[src/hdl/ndwd_pkg.sv]
// Shared types and constants for the NDRange workgroup dispatcher.
package ndwd_pkg;

    localparam int WORD_W     = 32;
    localparam int MD_CNT_W   = $clog2(WORD_W);
    localparam int MAX_DIMS   = 3;
    localparam int IN_DATA_W  = 296;
    localparam int OUT_DATA_W = 128;
    localparam int IN_USER_W  = 2;
    localparam int IN_DIMS_W  = 2;
    localparam int GLOB_LSB   = IN_DIMS_W;
    localparam int LOC_LSB    = GLOB_LSB + MAX_DIMS * WORD_W;
    localparam int OFF_LSB    = LOC_LSB + MAX_DIMS * WORD_W;
    localparam int COUNT_W    = 4;
    localparam int INDEX_W    = 3;
    localparam int CFG_ADDR_W = 1;
    localparam int CFG_DATA_W = 4;

    localparam logic [CFG_ADDR_W-1:0] CFG_CORE_COUNT = 1'b0;
    localparam logic [CFG_ADDR_W-1:0] CFG_CORE_INDEX = 1'b1;

    typedef enum logic {
        MD_MUL,
        MD_DIV
    } md_op_t;

    typedef struct packed {
        logic   start;
        md_op_t op;
    } md_req_t;

    typedef struct packed {
        logic busy;
        logic done;
    } md_rsp_t;

    typedef enum logic [3:0] {
        ST_IDLE,
        ST_LOAD,
        ST_DIV_N,
        ST_DIV_L,
        ST_MUL_OFF,
        ST_MUL_P,
        ST_MUL_S,
        ST_MUL_F,
        ST_DIV_S,
        ST_EMIT
    } state_t;

endpackage

[src/hdl/ndwd_muldiv.sv]
// Shared iterative unit: 32-bit shift-add multiply (low half) or restoring divide.
module ndwd_muldiv (
    input  logic                         clk,
    input  logic                         rst_n,
    input  ndwd_pkg::md_req_t            req,
    input  logic [ndwd_pkg::WORD_W-1:0]  a,
    input  logic [ndwd_pkg::WORD_W-1:0]  b,
    output ndwd_pkg::md_rsp_t            rsp,
    output logic [ndwd_pkg::WORD_W-1:0]  result,
    output logic [ndwd_pkg::WORD_W-1:0]  remainder
);
    import ndwd_pkg::*;

    md_op_t              op_reg, op_next;
    logic                busy_reg, busy_next;
    logic                done_reg, done_next;
    logic [MD_CNT_W-1:0] cnt_reg, cnt_next;
    logic [WORD_W-1:0]   acc_reg, acc_next;
    logic [WORD_W-1:0]   sh_reg, sh_next;
    logic [WORD_W-1:0]   opd_reg, opd_next;
    logic [WORD_W:0]     trial;
    logic [WORD_W:0]     diff;

    assign trial = {acc_reg, sh_reg[WORD_W-1]};
    assign diff  = trial - {1'b0, opd_reg};

    always_comb
    begin
        op_next   = op_reg;
        busy_next = busy_reg;
        done_next = 1'b0;
        cnt_next  = cnt_reg;
        acc_next  = acc_reg;
        sh_next   = sh_reg;
        opd_next  = opd_reg;
        if (req.start)
        begin
            op_next   = req.op;
            busy_next = 1'b1;
            cnt_next  = '0;
            acc_next  = '0;
            sh_next   = (req.op == MD_DIV) ? a : b;
            opd_next  = (req.op == MD_DIV) ? b : a;
        end
        else if (busy_reg)
        begin
            if (op_reg == MD_DIV)
            begin
                if (!diff[WORD_W])
                begin
                    acc_next = diff[WORD_W-1:0];
                    sh_next  = {sh_reg[WORD_W-2:0], 1'b1};
                end
                else
                begin
                    acc_next = trial[WORD_W-1:0];
                    sh_next  = {sh_reg[WORD_W-2:0], 1'b0};
                end
            end
            else
            begin
                if (sh_reg[0])
                begin
                    acc_next = acc_reg + opd_reg;
                end
                opd_next = {opd_reg[WORD_W-2:0], 1'b0};
                sh_next  = {1'b0, sh_reg[WORD_W-1:1]};
            end
            cnt_next = cnt_reg + 1'b1;
            if (cnt_reg == MD_CNT_W'(WORD_W - 1))
            begin
                busy_next = 1'b0;
                done_next = 1'b1;
            end
        end
    end

    always_ff @(posedge clk or negedge rst_n)
    begin
        if (!rst_n)
        begin
            op_reg   <= MD_MUL;
            busy_reg <= 1'b0;
            done_reg <= 1'b0;
            cnt_reg  <= '0;
        end
        else
        begin
            op_reg   <= op_next;
            busy_reg <= busy_next;
            done_reg <= done_next;
            cnt_reg  <= cnt_next;
        end
    end

    always_ff @(posedge clk)
    begin
        acc_reg <= acc_next;
        sh_reg  <= sh_next;
        opd_reg <= opd_next;
    end

    assign rsp.busy  = busy_reg;
    assign rsp.done  = done_reg;
    assign result    = (op_reg == MD_DIV) ? sh_reg : acc_reg;
    assign remainder = acc_reg;

endmodule

[src/hdl/ndrange_workgroup_dispatcher.sv]
// Top level: launch setup sequencer, workgroup counter and stream ports.
//
// Input stream s_*: one request per workgroup. tuser[0] = 0 starts a new launch
// with the sizes in tdata, tuser[0] = 1 asks for the next workgroup. Output
// stream m_*: exactly one result per request (start ids and index in tdata,
// final workgroup of this core on tlast, no_work on tuser).
// Configuration: cfg_wen/cfg_addr/cfg_wdata write core_count (0) and
// core_index (1); write them only while the block is idle.
// Timing: a next request goes from IDLE through EMIT to the output register. A start request
// runs LOAD and then a number of operations on the shared multiply/divide unit:
// up to two divides per dimension tried for the split, one multiply
// for the core offset, 2*DIMENSIONS multiplies for the size products, and a
// multiply and divide for the base index. s_tready is high only in
// IDLE; one request is in flight at a time.
// Reset clears the configuration to one core, index zero, with no launch active.
// A stalled receiver holds the result in the output register; a following
// request is accepted, but its result waits until the register is free.
module ndrange_workgroup_dispatcher #(
    parameter int DIMENSIONS = 3
) (
    input  logic                               clk,
    input  logic                               rst_n,
    input  logic                               cfg_wen,
    input  logic [ndwd_pkg::CFG_ADDR_W-1:0]    cfg_addr,
    input  logic [ndwd_pkg::CFG_DATA_W-1:0]    cfg_wdata,
    input  logic                               s_tvalid,
    output logic                               s_tready,
    // dimension_count, global_size_x/y/z, local_size_x/y/z, offset_x/y/z, zero pad
    input  logic [ndwd_pkg::IN_DATA_W-1:0]     s_tdata,
    // mode, debug_launch
    input  logic [ndwd_pkg::IN_USER_W-1:0]     s_tuser,
    output logic                               m_tvalid,
    input  logic                               m_tready,
    // start_x, start_y, start_z, workgroup_index
    output logic [ndwd_pkg::OUT_DATA_W-1:0]    m_tdata,
    output logic                               m_tlast,
    // no_work
    output logic [0:0]                         m_tuser
);
    import ndwd_pkg::*;

    localparam int DW = (DIMENSIONS > 1) ? $clog2(DIMENSIONS) : 1;
    localparam logic [DW-1:0] D_LAST   = DW'(DIMENSIONS - 1);
    localparam logic [1:0]    DIMS_MAX = 2'(DIMENSIONS);

    state_t               state_reg, state_next;
    logic                 issued_reg, issued_next;
    logic [DW-1:0]        d_reg, d_next;
    logic                 running_reg, running_next;
    logic                 debug_reg, debug_next;
    logic [1:0]           active_dims_reg, active_dims_next;
    logic [COUNT_W-1:0]   core_count_reg;
    logic [INDEX_W-1:0]   core_index_reg;
    logic [WORD_W-1:0]    next_index_reg, next_index_next;
    logic [WORD_W-1:0]    share_reg, share_next;
    logic [WORD_W-1:0]    p_reg, p_next;
    logic [WORD_W-1:0]    s_reg, s_next;
    logic [WORD_W-1:0]    limit_reg [DIMENSIONS];
    logic [WORD_W-1:0]    limit_next [DIMENSIONS];
    logic [WORD_W-1:0]    step_reg [DIMENSIONS];
    logic [WORD_W-1:0]    step_next [DIMENSIONS];
    logic [WORD_W-1:0]    off_reg [DIMENSIONS];
    logic [WORD_W-1:0]    off_next [DIMENSIONS];
    logic [WORD_W-1:0]    pos_reg [DIMENSIONS];
    logic [WORD_W-1:0]    pos_next [DIMENSIONS];
    logic                 m_valid_reg, m_valid_next;
    logic [OUT_DATA_W-1:0] m_data_reg, m_data_next;
    logic                 m_last_reg, m_last_next;
    logic                 m_nowork_reg, m_nowork_next;

    logic [WORD_W-1:0]    in_glob [MAX_DIMS];
    logic [WORD_W-1:0]    in_loc [MAX_DIMS];
    logic [WORD_W-1:0]    in_off [MAX_DIMS];
    logic [IN_DIMS_W-1:0] in_dims;
    logic [1:0]           dims_sat;
    logic [COUNT_W-1:0]   n_cores;
    logic                 multi;
    logic                 master;
    logic [WORD_W-1:0]    start_w [MAX_DIMS];
    logic [WORD_W-1:0]    pos_adv [DIMENSIONS];
    logic                 step_done;
    logic                 carry;
    logic                 arith;
    logic                 go_prod;
    logic                 no_run;
    logic                 no_split;

    md_req_t              md_req;
    md_rsp_t              md_rsp;
    logic [WORD_W-1:0]    md_a;
    logic [WORD_W-1:0]    md_b;
    logic [WORD_W-1:0]    md_result;
    logic [WORD_W-1:0]    md_rem;

    ndwd_muldiv u_muldiv (
        .clk       (clk),
        .rst_n     (rst_n),
        .req       (md_req),
        .a         (md_a),
        .b         (md_b),
        .rsp       (md_rsp),
        .result    (md_result),
        .remainder (md_rem)
    );

    always_comb
    begin
        for (int k = 0; k < MAX_DIMS; k++)
        begin
            in_glob[k] = s_tdata[GLOB_LSB + WORD_W * k +: WORD_W];
            in_loc[k]  = s_tdata[LOC_LSB + WORD_W * k +: WORD_W];
            in_off[k]  = s_tdata[OFF_LSB + WORD_W * k +: WORD_W];
        end
    end

    assign in_dims  = s_tdata[IN_DIMS_W-1:0];
    assign dims_sat = (in_dims == 2'd0) ? 2'd1 : ((in_dims > DIMS_MAX) ? DIMS_MAX : in_dims);
    assign n_cores  = (core_count_reg == '0) ? COUNT_W'(1) : core_count_reg;
    assign multi    = (n_cores != COUNT_W'(1));
    assign master   = (core_index_reg == '0) || !multi;

    genvar g;
    for (g = 0; g < MAX_DIMS; g++)
    begin : g_start
        if (g < DIMENSIONS)
        begin : g_on
            assign start_w[g] = off_reg[g] + pos_reg[g];
        end
        else
        begin : g_off
            assign start_w[g] = '0;
        end
    end

    // mixed-radix advance over the active dimensions
    always_comb
    begin
        carry     = 1'b1;
        step_done = 1'b1;
        for (int i = 0; i < DIMENSIONS; i++)
        begin
            pos_adv[i] = pos_reg[i];
            if (carry && (2'(i) < active_dims_reg))
            begin
                if ((pos_reg[i] + step_reg[i]) < limit_reg[i])
                begin
                    pos_adv[i] = pos_reg[i] + step_reg[i];
                    step_done  = 1'b0;
                    carry      = 1'b0;
                end
                else
                begin
                    pos_adv[i] = '0;
                end
            end
        end
    end

    always_comb
    begin
        state_next       = state_reg;
        issued_next      = issued_reg;
        d_next           = d_reg;
        running_next     = running_reg;
        debug_next       = debug_reg;
        active_dims_next = active_dims_reg;
        next_index_next  = next_index_reg;
        share_next       = share_reg;
        p_next           = p_reg;
        s_next           = s_reg;
        limit_next       = limit_reg;
        step_next        = step_reg;
        off_next         = off_reg;
        pos_next         = pos_reg;
        m_valid_next     = m_valid_reg && !m_tready;
        m_data_next      = m_data_reg;
        m_last_next      = m_last_reg;
        m_nowork_next    = m_nowork_reg;
        md_req.start     = 1'b0;
        md_req.op        = MD_MUL;
        md_a             = '0;
        md_b             = '0;
        arith            = 1'b0;
        go_prod          = 1'b0;
        no_run           = 1'b0;
        no_split         = 1'b0;

        case (state_reg)
            ST_IDLE:
            begin
                if (s_tvalid)
                begin
                    if (!s_tuser[0])
                    begin
                        for (int k = 0; k < DIMENSIONS; k++)
                        begin
                            limit_next[k] = in_glob[k];
                            step_next[k]  = in_loc[k];
                            off_next[k]   = in_off[k];
                            pos_next[k]   = '0;
                        end
                        active_dims_next = dims_sat;
                        debug_next       = s_tuser[1];
                        running_next     = 1'b0;
                        state_next       = ST_LOAD;
                    end
                    else
                    begin
                        state_next = ST_EMIT;
                    end
                end
            end
            ST_LOAD:
            begin
                if (debug_reg)
                begin
                    if (master)
                    begin
                        go_prod = 1'b1;
                    end
                    else
                    begin
                        no_run = 1'b1;
                    end
                end
                else if (!multi)
                begin
                    go_prod = 1'b1;
                end
                else
                begin
                    d_next     = DW'(active_dims_reg - 2'd1);
                    state_next = ST_DIV_N;
                end
            end
            ST_DIV_N:
            begin
                arith     = 1'b1;
                md_req.op = MD_DIV;
                md_a      = limit_reg[d_reg];
                md_b      = WORD_W'(n_cores);
                if (md_rsp.done)
                begin
                    if ((md_rem == '0) && (step_reg[d_reg] != '0))
                    begin
                        share_next = md_result;
                        state_next = ST_DIV_L;
                    end
                    else
                    begin
                        no_split = 1'b1;
                    end
                end
            end
            ST_DIV_L:
            begin
                arith     = 1'b1;
                md_req.op = MD_DIV;
                md_a      = share_reg;
                md_b      = step_reg[d_reg];
                if (md_rsp.done)
                begin
                    if (md_rem == '0)
                    begin
                        limit_next[d_reg] = share_reg;
                        state_next        = ST_MUL_OFF;
                    end
                    else
                    begin
                        no_split = 1'b1;
                    end
                end
            end
            ST_MUL_OFF:
            begin
                arith     = 1'b1;
                md_req.op = MD_MUL;
                md_a      = share_reg;
                md_b      = WORD_W'(core_index_reg);
                if (md_rsp.done)
                begin
                    off_next[d_reg] = off_reg[d_reg] + md_result;
                    go_prod         = 1'b1;
                end
            end
            ST_MUL_P:
            begin
                arith     = 1'b1;
                md_req.op = MD_MUL;
                md_a      = p_reg;
                md_b      = limit_reg[d_reg];
                if (md_rsp.done)
                begin
                    p_next     = md_result;
                    state_next = ST_MUL_S;
                end
            end
            ST_MUL_S:
            begin
                arith     = 1'b1;
                md_req.op = MD_MUL;
                md_a      = s_reg;
                md_b      = step_reg[d_reg];
                if (md_rsp.done)
                begin
                    s_next = md_result;
                    if (d_reg == D_LAST)
                    begin
                        if ((md_result == '0) || !multi || (core_index_reg == '0))
                        begin
                            next_index_next = '0;
                            running_next    = 1'b1;
                            state_next      = ST_EMIT;
                        end
                        else
                        begin
                            state_next = ST_MUL_F;
                        end
                    end
                    else
                    begin
                        d_next     = d_reg + 1'b1;
                        state_next = ST_MUL_P;
                    end
                end
            end
            ST_MUL_F:
            begin
                arith     = 1'b1;
                md_req.op = MD_MUL;
                md_a      = p_reg;
                md_b      = WORD_W'(core_index_reg);
                if (md_rsp.done)
                begin
                    share_next = md_result;
                    state_next = ST_DIV_S;
                end
            end
            ST_DIV_S:
            begin
                arith     = 1'b1;
                md_req.op = MD_DIV;
                md_a      = share_reg;
                md_b      = s_reg;
                if (md_rsp.done)
                begin
                    next_index_next = md_result;
                    running_next    = 1'b1;
                    state_next      = ST_EMIT;
                end
            end
            ST_EMIT:
            begin
                if (!m_valid_reg || m_tready)
                begin
                    m_valid_next = 1'b1;
                    if (running_reg)
                    begin
                        m_data_next     = {next_index_reg, start_w[2], start_w[1], start_w[0]};
                        m_last_next     = step_done;
                        m_nowork_next   = 1'b0;
                        next_index_next = next_index_reg + 1'b1;
                        pos_next        = pos_adv;
                        if (step_done)
                        begin
                            running_next = 1'b0;
                        end
                    end
                    else
                    begin
                        m_data_next   = '0;
                        m_last_next   = 1'b0;
                        m_nowork_next = 1'b1;
                    end
                    state_next = ST_IDLE;
                end
            end
            default:
            begin
                state_next = ST_IDLE;
            end
        endcase

        if (arith)
        begin
            md_req.start = !issued_reg;
            issued_next  = !md_rsp.done;
        end

        if (no_split)
        begin
            if (d_reg == '0)
            begin
                if (master)
                begin
                    go_prod = 1'b1;
                end
                else
                begin
                    no_run = 1'b1;
                end
            end
            else
            begin
                d_next     = d_reg - 1'b1;
                state_next = ST_DIV_N;
            end
        end

        if (go_prod)
        begin
            d_next     = '0;
            p_next     = WORD_W'(1);
            s_next     = WORD_W'(1);
            state_next = ST_MUL_P;
        end

        if (no_run)
        begin
            running_next = 1'b0;
            state_next   = ST_EMIT;
        end
    end

    always_ff @(posedge clk or negedge rst_n)
    begin
        if (!rst_n)
        begin
            state_reg       <= ST_IDLE;
            issued_reg      <= 1'b0;
            d_reg           <= '0;
            running_reg     <= 1'b0;
            debug_reg       <= 1'b0;
            active_dims_reg <= 2'd1;
            next_index_reg  <= '0;
            core_count_reg  <= COUNT_W'(1);
            core_index_reg  <= '0;
            m_valid_reg     <= 1'b0;
            for (int k = 0; k < DIMENSIONS; k++)
            begin
                pos_reg[k] <= '0;
            end
        end
        else
        begin
            state_reg       <= state_next;
            issued_reg      <= issued_next;
            d_reg           <= d_next;
            running_reg     <= running_next;
            debug_reg       <= debug_next;
            active_dims_reg <= active_dims_next;
            next_index_reg  <= next_index_next;
            m_valid_reg     <= m_valid_next;
            pos_reg         <= pos_next;
            if (cfg_wen)
            begin
                case (cfg_addr)
                    CFG_CORE_COUNT: core_count_reg <= cfg_wdata;
                    CFG_CORE_INDEX: core_index_reg <= cfg_wdata[INDEX_W-1:0];
                    default:        core_index_reg <= core_index_reg;
                endcase
            end
        end
    end

    always_ff @(posedge clk)
    begin
        share_reg    <= share_next;
        p_reg        <= p_next;
        s_reg        <= s_next;
        limit_reg    <= limit_next;
        step_reg     <= step_next;
        off_reg      <= off_next;
        m_data_reg   <= m_data_next;
        m_last_reg   <= m_last_next;
        m_nowork_reg <= m_nowork_next;
    end

    assign s_tready   = (state_reg == ST_IDLE);
    assign m_tvalid   = m_valid_reg;
    assign m_tdata    = m_data_reg;
    assign m_tlast    = m_last_reg;
    assign m_tuser[0] = m_nowork_reg;

`ifndef SYNTHESIS
    a_nowork_clean: assert property (@(posedge clk) disable iff (!rst_n)
        (m_tvalid && m_tuser[0]) |-> ((m_tdata == '0) && !m_tlast))
        else $error("no_work result carries data");

    a_next_emits: assert property (@(posedge clk) disable iff (!rst_n)
        (s_tvalid && s_tready && s_tuser[0]) |=> (state_reg == ST_EMIT))
        else $error("next request did not go straight to emit");

    a_unit_free: assert property (@(posedge clk) disable iff (!rst_n)
        md_req.start |-> !md_rsp.busy)
        else $error("shared unit started while busy");

    a_setup_runs_unit: assert property (@(posedge clk) disable iff (!rst_n)
        (md_rsp.busy && !md_rsp.done) |-> (issued_reg && !s_tready))
        else $error("shared unit busy outside a launch setup");
`endif

endmodule

[config.mk]
export PLATFORM = sky130hd
export DESIGN_NAME = ndrange_workgroup_dispatcher
export DESIGN_NICKNAME = d
export VERILOG_FILES = /design/src/hdl/ndwd_pkg.sv /design/src/hdl/ndwd_muldiv.sv /design/src/hdl/ndrange_workgroup_dispatcher.sv
export SDC_FILE = /design/constraint.sdc
export NUM_CORES = 2
export LEC_CHECK = 0
export BUFFER_PORTS_ARGS = -buffer_cell sky130_fd_sc_hd__buf_4
export CORE_MARGIN = 8
export CORE_UTILIZATION = 66
export DETAILED_ROUTE_END_ITERATION = 16
export PLACE_DENSITY = 0.87
export RECOVER_POWER = 100
export SYNTH_ARGS = -nofsm -noshare
export SYNTH_HDL_FRONTEND = slang
export SYNTH_SLANG_ARGS = --single-unit
[constraint.sdc]
create_clock -name clk -period 18.6 [get_ports clk]
set_input_delay 2.79 -clock clk [delete_from_list [all_inputs] [get_ports clk]]
set_output_delay 2.79 -clock clk [all_outputs]
set_load 0.01 [all_outputs]
== Yosys cells after proc, flatten, opt, wreduce, memory -nomap -nowiden ==
Index checks and enable logic that the tools add are counted.

* Bits in registers: 765
* Bits in latches: 0
* Memory bits (writable): 0
* Memory bits (read-only): 0
* Output and inout port bits: 132
* Memories: 0

* Add/sub/neg operators: 14
* Multipliers: 0
* Div/mod/pow operators: 0
* $lt $le $gt $ge: 9
* Equality and inequality tests: 37
* Shift operators: 0
* Multiplexer cells: 139
* Bitwise gates (word level): 3
* Reductions and logical operators: 52

{| class="wikitable"
|+ Operators with widths
! kind !! count
|-
| 32-bit two-way mux || 33
|-
| 96-bit two-way mux || 11
|-
| 96-bit one-hot mux with 2 select lines || 3
|-
| 32-bit adder || 8
|-
| 32-bit binary-select mux with 2-bit select || 3
|-
| 96-bit bitwise mux || 2
|-
| 32-bit one-hot mux with 5 select lines || 1
|-
| 32-bit one-hot mux with 4 select lines || 1
|-
| 32-bit less-than comparator || 3
|-
| 32-bit one-hot mux with 3 select lines || 1
|-
| 4-bit two-way mux || 20
|-
| 32-bit demux with 2-bit select || 1
|-
| 32-bit logical NOT || 2
|-
| 32-bit one-hot mux with 2 select lines || 1
|-
| 1-bit two-way mux || 46
|-
| 4-bit one-hot mux with 10 select lines || 1
|-
| 33-bit by 32-bit subtractor with 33-bit output || 1
|-
| 32-bit by 1-bit adder with 32-bit output, second input constant || 1
|-
| 32-bit nonzero test || 1
|-
| 2-bit inequality test, second input constant || 12
|-
| 2-bit two-way mux || 9
|-
| 6-bit AND reduction || 3
|-
| 4-bit by 3-bit equality test with 1-bit output, second input constant || 4
|-
| 2-bit AND reduction || 7
|-
| 40 further kinds || 79
|}

== Depth between registers and ports, before layout ==
* Depth in word-level cells: 14
* Depth in mapped cells: 24
* Depth with buffers taken out: 23

== Hierarchy ==
From an unflattened synthesis, not the netlist that was laid out.

* Cell total of the unflattened synthesis: 5423
* Area, all modules: 50724.9 sq um

{| class="wikitable"
|+ By module, submodules not included
! module !! instances !! cells each !! area each (sq um)
|-
| ndrange_workgroup_dispatcher || 1 || 4297 || 41483.5
|-
| ndwd_muldiv || 1 || 1126 || 9241.4
|}

== Least setup slack after synthesis ==
Ideal clock, no wire load.

* Path type: input -> register
* Start: input m_tready
* End: register pos_reg[18] (netlist name)
* Setup time: 80 ps
* Data arrival time: 7830 ps
* Setup slack: 10690 ps
* Stages on the path: 9
* Path buffers: 2
* Path through: nand2b_1 > and2_1 > nand2_1 > nand2_1 > o2111a_1 > clkbuf_1 > buf_1 > o211ai_1 > nand2_1

* Longest elaborated chain between the ends: 3

{| class="wikitable"
|+ RTL lines
! item !! line !! RTL
|-
| start, declared || ndrange_workgroup_dispatcher.sv:33 || <nowiki>input logic m_tready,</nowiki>
|-
| 1-bit logical OR || ndrange_workgroup_dispatcher.sv:354 || <nowiki>if (!m_valid_reg || m_tready)</nowiki>
|-
| 2-bit inequality test (no source line) || -- ||
|-
| 6-bit AND reduction (no source line) || -- ||
|-
| end signal, assigned || ndrange_workgroup_dispatcher.sv:454 || <nowiki>pos_reg <= pos_next;</nowiki>
|-
| end, declared || ndrange_workgroup_dispatcher.sv:64 || <nowiki>logic [WORD_W-1:0] pos_reg [DIMENSIONS];</nowiki>
|}

No other way between the ends.
A chain may end at the register's enable or synchronous reset.

== Worst setup path in the final report ==
* Start: input s_tvalid
* End: register pos_reg[16] (netlist name)

* Longest elaborated chain between the ends: 2

{| class="wikitable"
|+ RTL lines
! item !! line !! RTL
|-
| start, declared || ndrange_workgroup_dispatcher.sv:26 || <nowiki>input logic s_tvalid,</nowiki>
|-
| 2-bit inequality test (no source line) || -- ||
|-
| 6-bit AND reduction (no source line) || -- ||
|}

No other way between the ends.

==> run_summary.xml <==
<?xml version="1.0" encoding="UTF-8"?>
<metrics>
  <group name="floorplan">
    <metric name="design.die.area" unit="mm2">0.0857</metric>
    <metric name="core_area" unit="mm2">0.0758</metric>
    <metric name="die_w" unit="um">293</metric>
    <metric name="number_of_cell_rows" unit="">101</metric>
    <metric name="ioPinCount" unit="">440</metric>
    <metric name="starting_density_of_the_core" unit="">0.666</metric>
    <metric name="fp.dieH" unit="um">293</metric>
  </group>
  <group name="power_and_ir_drop">
    <metric name="power_frac_seq" unit="">0.282</metric>
    <metric name="max-vdd-ir-drop" unit="uV">182</metric>
    <metric name="pwr-share-comb" unit="">0.532</metric>
    <metric name="sw_frac_of_total" unit="">0.462</metric>
    <metric name="leakagePower" unit="nW">24.6</metric>
    <metric name="total_switching_power" unit="mW">4.35</metric>
    <metric name="report.power.total" unit="mW">9.41</metric>
    <metric name="p_int" unit="mW">5.07</metric>
    <metric name="power.density_cell_area" unit="mW/mm2">166</metric>
    <metric name="clock_power_share" unit="">0.186</metric>
  </group>
  <group name="placement">
    <metric name="place.detailed.hpwl" unit="mm">146</metric>
    <metric name="io_buffer_count" unit="">433</metric>
    <metric name="pre_cts_ws" unit="ns">11.63</metric>
    <metric name="globalplace.congestion" unit="">1.04</metric>
    <metric name="post-place-cells" unit="">6536</metric>
  </group>
  <group name="cts">
    <metric name="tritoncts_buffers" unit="">84</metric>
    <metric name="clkSinkCount" unit="">765</metric>
    <metric name="post_cts_resize_count" unit="">0</metric>
    <metric name="level_count_of_the_clock_h_tree" unit="">3</metric>
    <metric name="clk_pin_slew_worst_paths" unit="ns">0.07</metric>
    <metric name="worst_skew_pair.late_latency" unit="ns">0.66</metric>
    <metric name="cts_tree" unit="">built</metric>
    <metric name="cts_hold_buf" unit="">0</metric>
    <metric name="cts.path.max_buffers" unit="">3</metric>
    <metric name="post_cts_buffers" unit="">0</metric>
    <metric name="ctsRootBufferMaster" unit="">clkbuf_16</metric>
  </group>
  <group name="drt">
    <metric name="drt-total-wl" unit="mm">192</metric>
    <metric name="detailedRoute.firstPassIterationCount" unit="">11</metric>
    <metric name="drcViolationCount" unit="">0</metric>
    <metric name="number_of_nets_still_failing_antenna_checks_after_routing" unit="">0</metric>
    <metric name="detail_route.vias_per_cell" unit="">7.03</metric>
    <metric name="first_iter_violations" unit="">6894</metric>
    <metric name="via_count" unit="">47100</metric>
    <metric name="routedWlPerCell" unit="um">28.7</metric>
  </group>
  <group name="timing">
    <metric name="final.period_utilization" unit="">0.609</metric>
    <metric name="grt_setup_unrepaired" unit="">no</metric>
    <metric name="worstMarginPinSlew" unit="ns">4.11</metric>
    <metric name="setup_ws" unit="ns">7.28</metric>
    <metric name="drv_slew" unit="">1473</metric>
    <metric name="max_slew_margin" unit="">-1.74</metric>
    <metric name="fmax" unit="MHz">88.3</metric>
    <metric name="timing_hold_violations_final" unit="">0</metric>
    <metric name="finClkSkew" unit="ns">0.0283</metric>
    <metric name="setup_viol" unit="">0</metric>
    <metric name="setup-tns-final" unit="ns">0</metric>
    <metric name="final.min_clock_period" unit="ns">11.32</metric>
  </group>
  <group name="finish">
    <metric name="num-nets-final" unit="">6344</metric>
    <metric name="post_route_cells_drive_above_1_share" unit="">0.0934</metric>
    <metric name="syn2layout_area_growth" unit="%">12.3</metric>
    <metric name="final_cells" unit="">6698</metric>
    <metric name="largest_register_ff_count" unit="">128</metric>
    <metric name="final_util" unit="">0.748</metric>
  </group>
  <group name="logic_synthesis">
    <metric name="ys_seq_area_frac" unit="">0.420</metric>
    <metric name="netlist_instances" unit="">5314</metric>
    <metric name="ys_top_cells_by_area" unit="">edfxtp_1 (31%), ha_1 (9.5%), dfrtp_1 (7.6%)</metric>
    <metric name="total_nets_after_synthesis" unit="">6014</metric>
    <metric name="asyncSetResetFlopFracSynth" unit="">0.203</metric>
    <metric name="netlist-cell-type-count" unit="">88</metric>
    <metric name="ys_warn_count" unit="">0</metric>
    <metric name="post-synth-top-area-cell" unit="">edfxtp_1</metric>
    <metric name="post_synth.cell_area_avg" unit="um2">9.51</metric>
    <metric name="leading_register_cell_type_out_of_synthesis" unit="">edfxtp_1</metric>
    <metric name="synth_largest_type_area_fraction" unit="">0.305</metric>
    <metric name="count_of_flip_flops_with_a_built_in_enable_after_synthesis" unit="">514</metric>
    <metric name="mappedNetlistArea" unit="mm2">0.0505</metric>
    <metric name="synth.ff_latch_count" unit="">765</metric>
  </group>
  <group name="outcome">
    <metric name="failed_checks" unit="">capacitance limit, slew limit</metric>
    <metric name="outcome" unit="">finished, violations left</metric>
  </group>
  <group name="setup_path">
    <metric name="crit_top_cell" unit="">clkbuf_1</metric>
    <metric name="timing.critical_path.slowest_stage_cell" unit="">clkbuf_1</metric>
    <metric name="worst_path_largest_cell_delay" unit="ns">2.90</metric>
    <metric name="cp-end-kind" unit="">flop</metric>
    <metric name="crit_path_max_fanout" unit="">59</metric>
    <metric name="crit_chain" unit="">clkbuf_1 &gt; nand2_1 &gt; or2_2 &gt; clkbuf_1 &gt; clkinvlp_2 &gt; clkbuf_1 &gt; clkbuf_1 &gt; o21ai_0 &gt; o2bb2ai_1</metric>
    <metric name="critPathLaunchType" unit="">input pin</metric>
    <metric name="arrival" unit="ns">11.90</metric>
    <metric name="critical-path-top-delay-family" unit="">buffers and inverters</metric>
    <metric name="cp_data_required_time" unit="ns">19.18</metric>
    <metric name="critical_path_buf_inv_count" unit="">5</metric>
    <metric name="critPathKind" unit="">in -&gt; reg</metric>
  </group>
  <group name="global_routing">
    <metric name="track_usage" unit="">0.430</metric>
    <metric name="antenna_found_initial" unit="">7</metric>
    <metric name="first_global_vias" unit="">44200</metric>
    <metric name="globalRouteOverflowTotal" unit="">0</metric>
    <metric name="grt_max_degree" unit="">77</metric>
    <metric name="global_route_wire_length_before_repair" unit="mm">281</metric>
  </group>
  <group name="flow_run">
    <metric name="drv_cap" unit="">37</metric>
  </group>
  <group name="min_path">
    <metric name="worstHoldPathType" unit="">reg -&gt; reg</metric>
  </group>
</metrics>
-- synthesized netlist by cell type (171+ instances only) --
cell and n:
inv_1 279, a21o_1 171, edfxtp_1 514, clkbuf_1 216, nand2_1 650, nand3_1 199
a21oi_1 292, a22o_1 171, mux2i_1 183, ha_1 383, o21ai_0 334, nor2_1 345
-- tightest hold or removal path: stages, from the launching register on --
cell and delay [ns]:
dfxtp_1 0.31, nor2_1 0.09, a211oi_1 0.05
-- kinds of logic after synthesis --
logic type	count (synthesis)	share of synthesized area
AO/OA/AOI/OAI	1588	0.216
XOR/XNOR	230	0.0400
adder cells (fa/ha/maj)	392	0.0984
buffers and inverters	539	0.0418
flip-flops	765	0.420
multiplexers	196	0.0392
AND/OR/NAND/NOR	1604	0.144
-- per-stage QoR --
step	hold slack, ns	instance area [um2]
global route	0.514	56700
global placement	0.483	54600
finish	0.500	56700
detailed placement	0.493	54600
floorplan	0.465	50500
CTS	0.500	57500
-- placed cells by master, fill, tap and decap left out, types with 47 or more instances in the layout --
master       n
inv_1      278
mux2i_1    183
o211ai_1    51
dfxtp_1     96
nor3_1      69
o21ai_0    337
xor2_1      86
clkbuf_4    89
nor2_1     337
nand2_1    649
a22oi_1     87
clkbuf_16   87
nand3_1    197
a22o_1     171
a21o_1     171
a211oi_1   108
nand2b_1    47
and3_1      54
ha_1       383
buf_4      236
dfrtp_1    151
a21oi_1    292
clkbuf_1   197
edfxtp_1   514
xnor2_1    143
-- final cells by class --
cell class	instances	area (um2)
clock inverter	39	407
tap	978	1220
fill	5639	19100
antenna	4	10.0
sequential	765	21200
inverter	280	1050
clock buffer	119	2430
timing repair buffer	503	3110
multi-input combinational	4010	27300
-- power by group through the flow --
| stage | clock (mW) | combinational [mW] | sequential [mW] |
|---|---|---|---|
| finish | 1.75 | 5.01 | 2.66 |
| global route | 1.80 | 5.34 | 2.67 |
| CTS | 1.74 | 4.85 | 2.62 |
| detailed placement | 0 | 4.81 | 2.65 |
| global placement | 0 | 4.72 | 2.64 |
| floorplan | 0 | 3.44 | 2.46 |
-- per-layer routing --
layer	wire length [um]	global-route usage	vias up
met5	37	0	-
met4	15300	0.273	6
met3	25300	0.107	782
met2	82000	0.648	3790
met1	69300	0.553	22100
li1	-	-	20500
-- final timing paths --
check | startpoint | end | slack [ns] | depth (start not counted)
worst max-delay path | s_tvalid | pos_reg[16]$_DFFE_PN0P_ | 7.28 | 9
worst min-delay path | p_reg[28]$_SDFFE_PN0P_ | p_reg[28]$_SDFFE_PN0P_ | 0.50 | 2
worst max register to register | d_reg[1]$_DFF_PN0_ | p_reg[16]$_SDFFE_PN0P_ | 7.51 | 12
worst min register to register | p_reg[28]$_SDFFE_PN0P_ | p_reg[28]$_SDFFE_PN0P_ | 0.50 | 2
max in group asynchronous | rst_n | d_reg[0]$_DFF_PN0_ | 10.87 | 2
min in group asynchronous | rst_n | pos_reg[64]$_DFFE_PN0P_ | 3.06 | 1
Power figures use the tool's default switching activity.
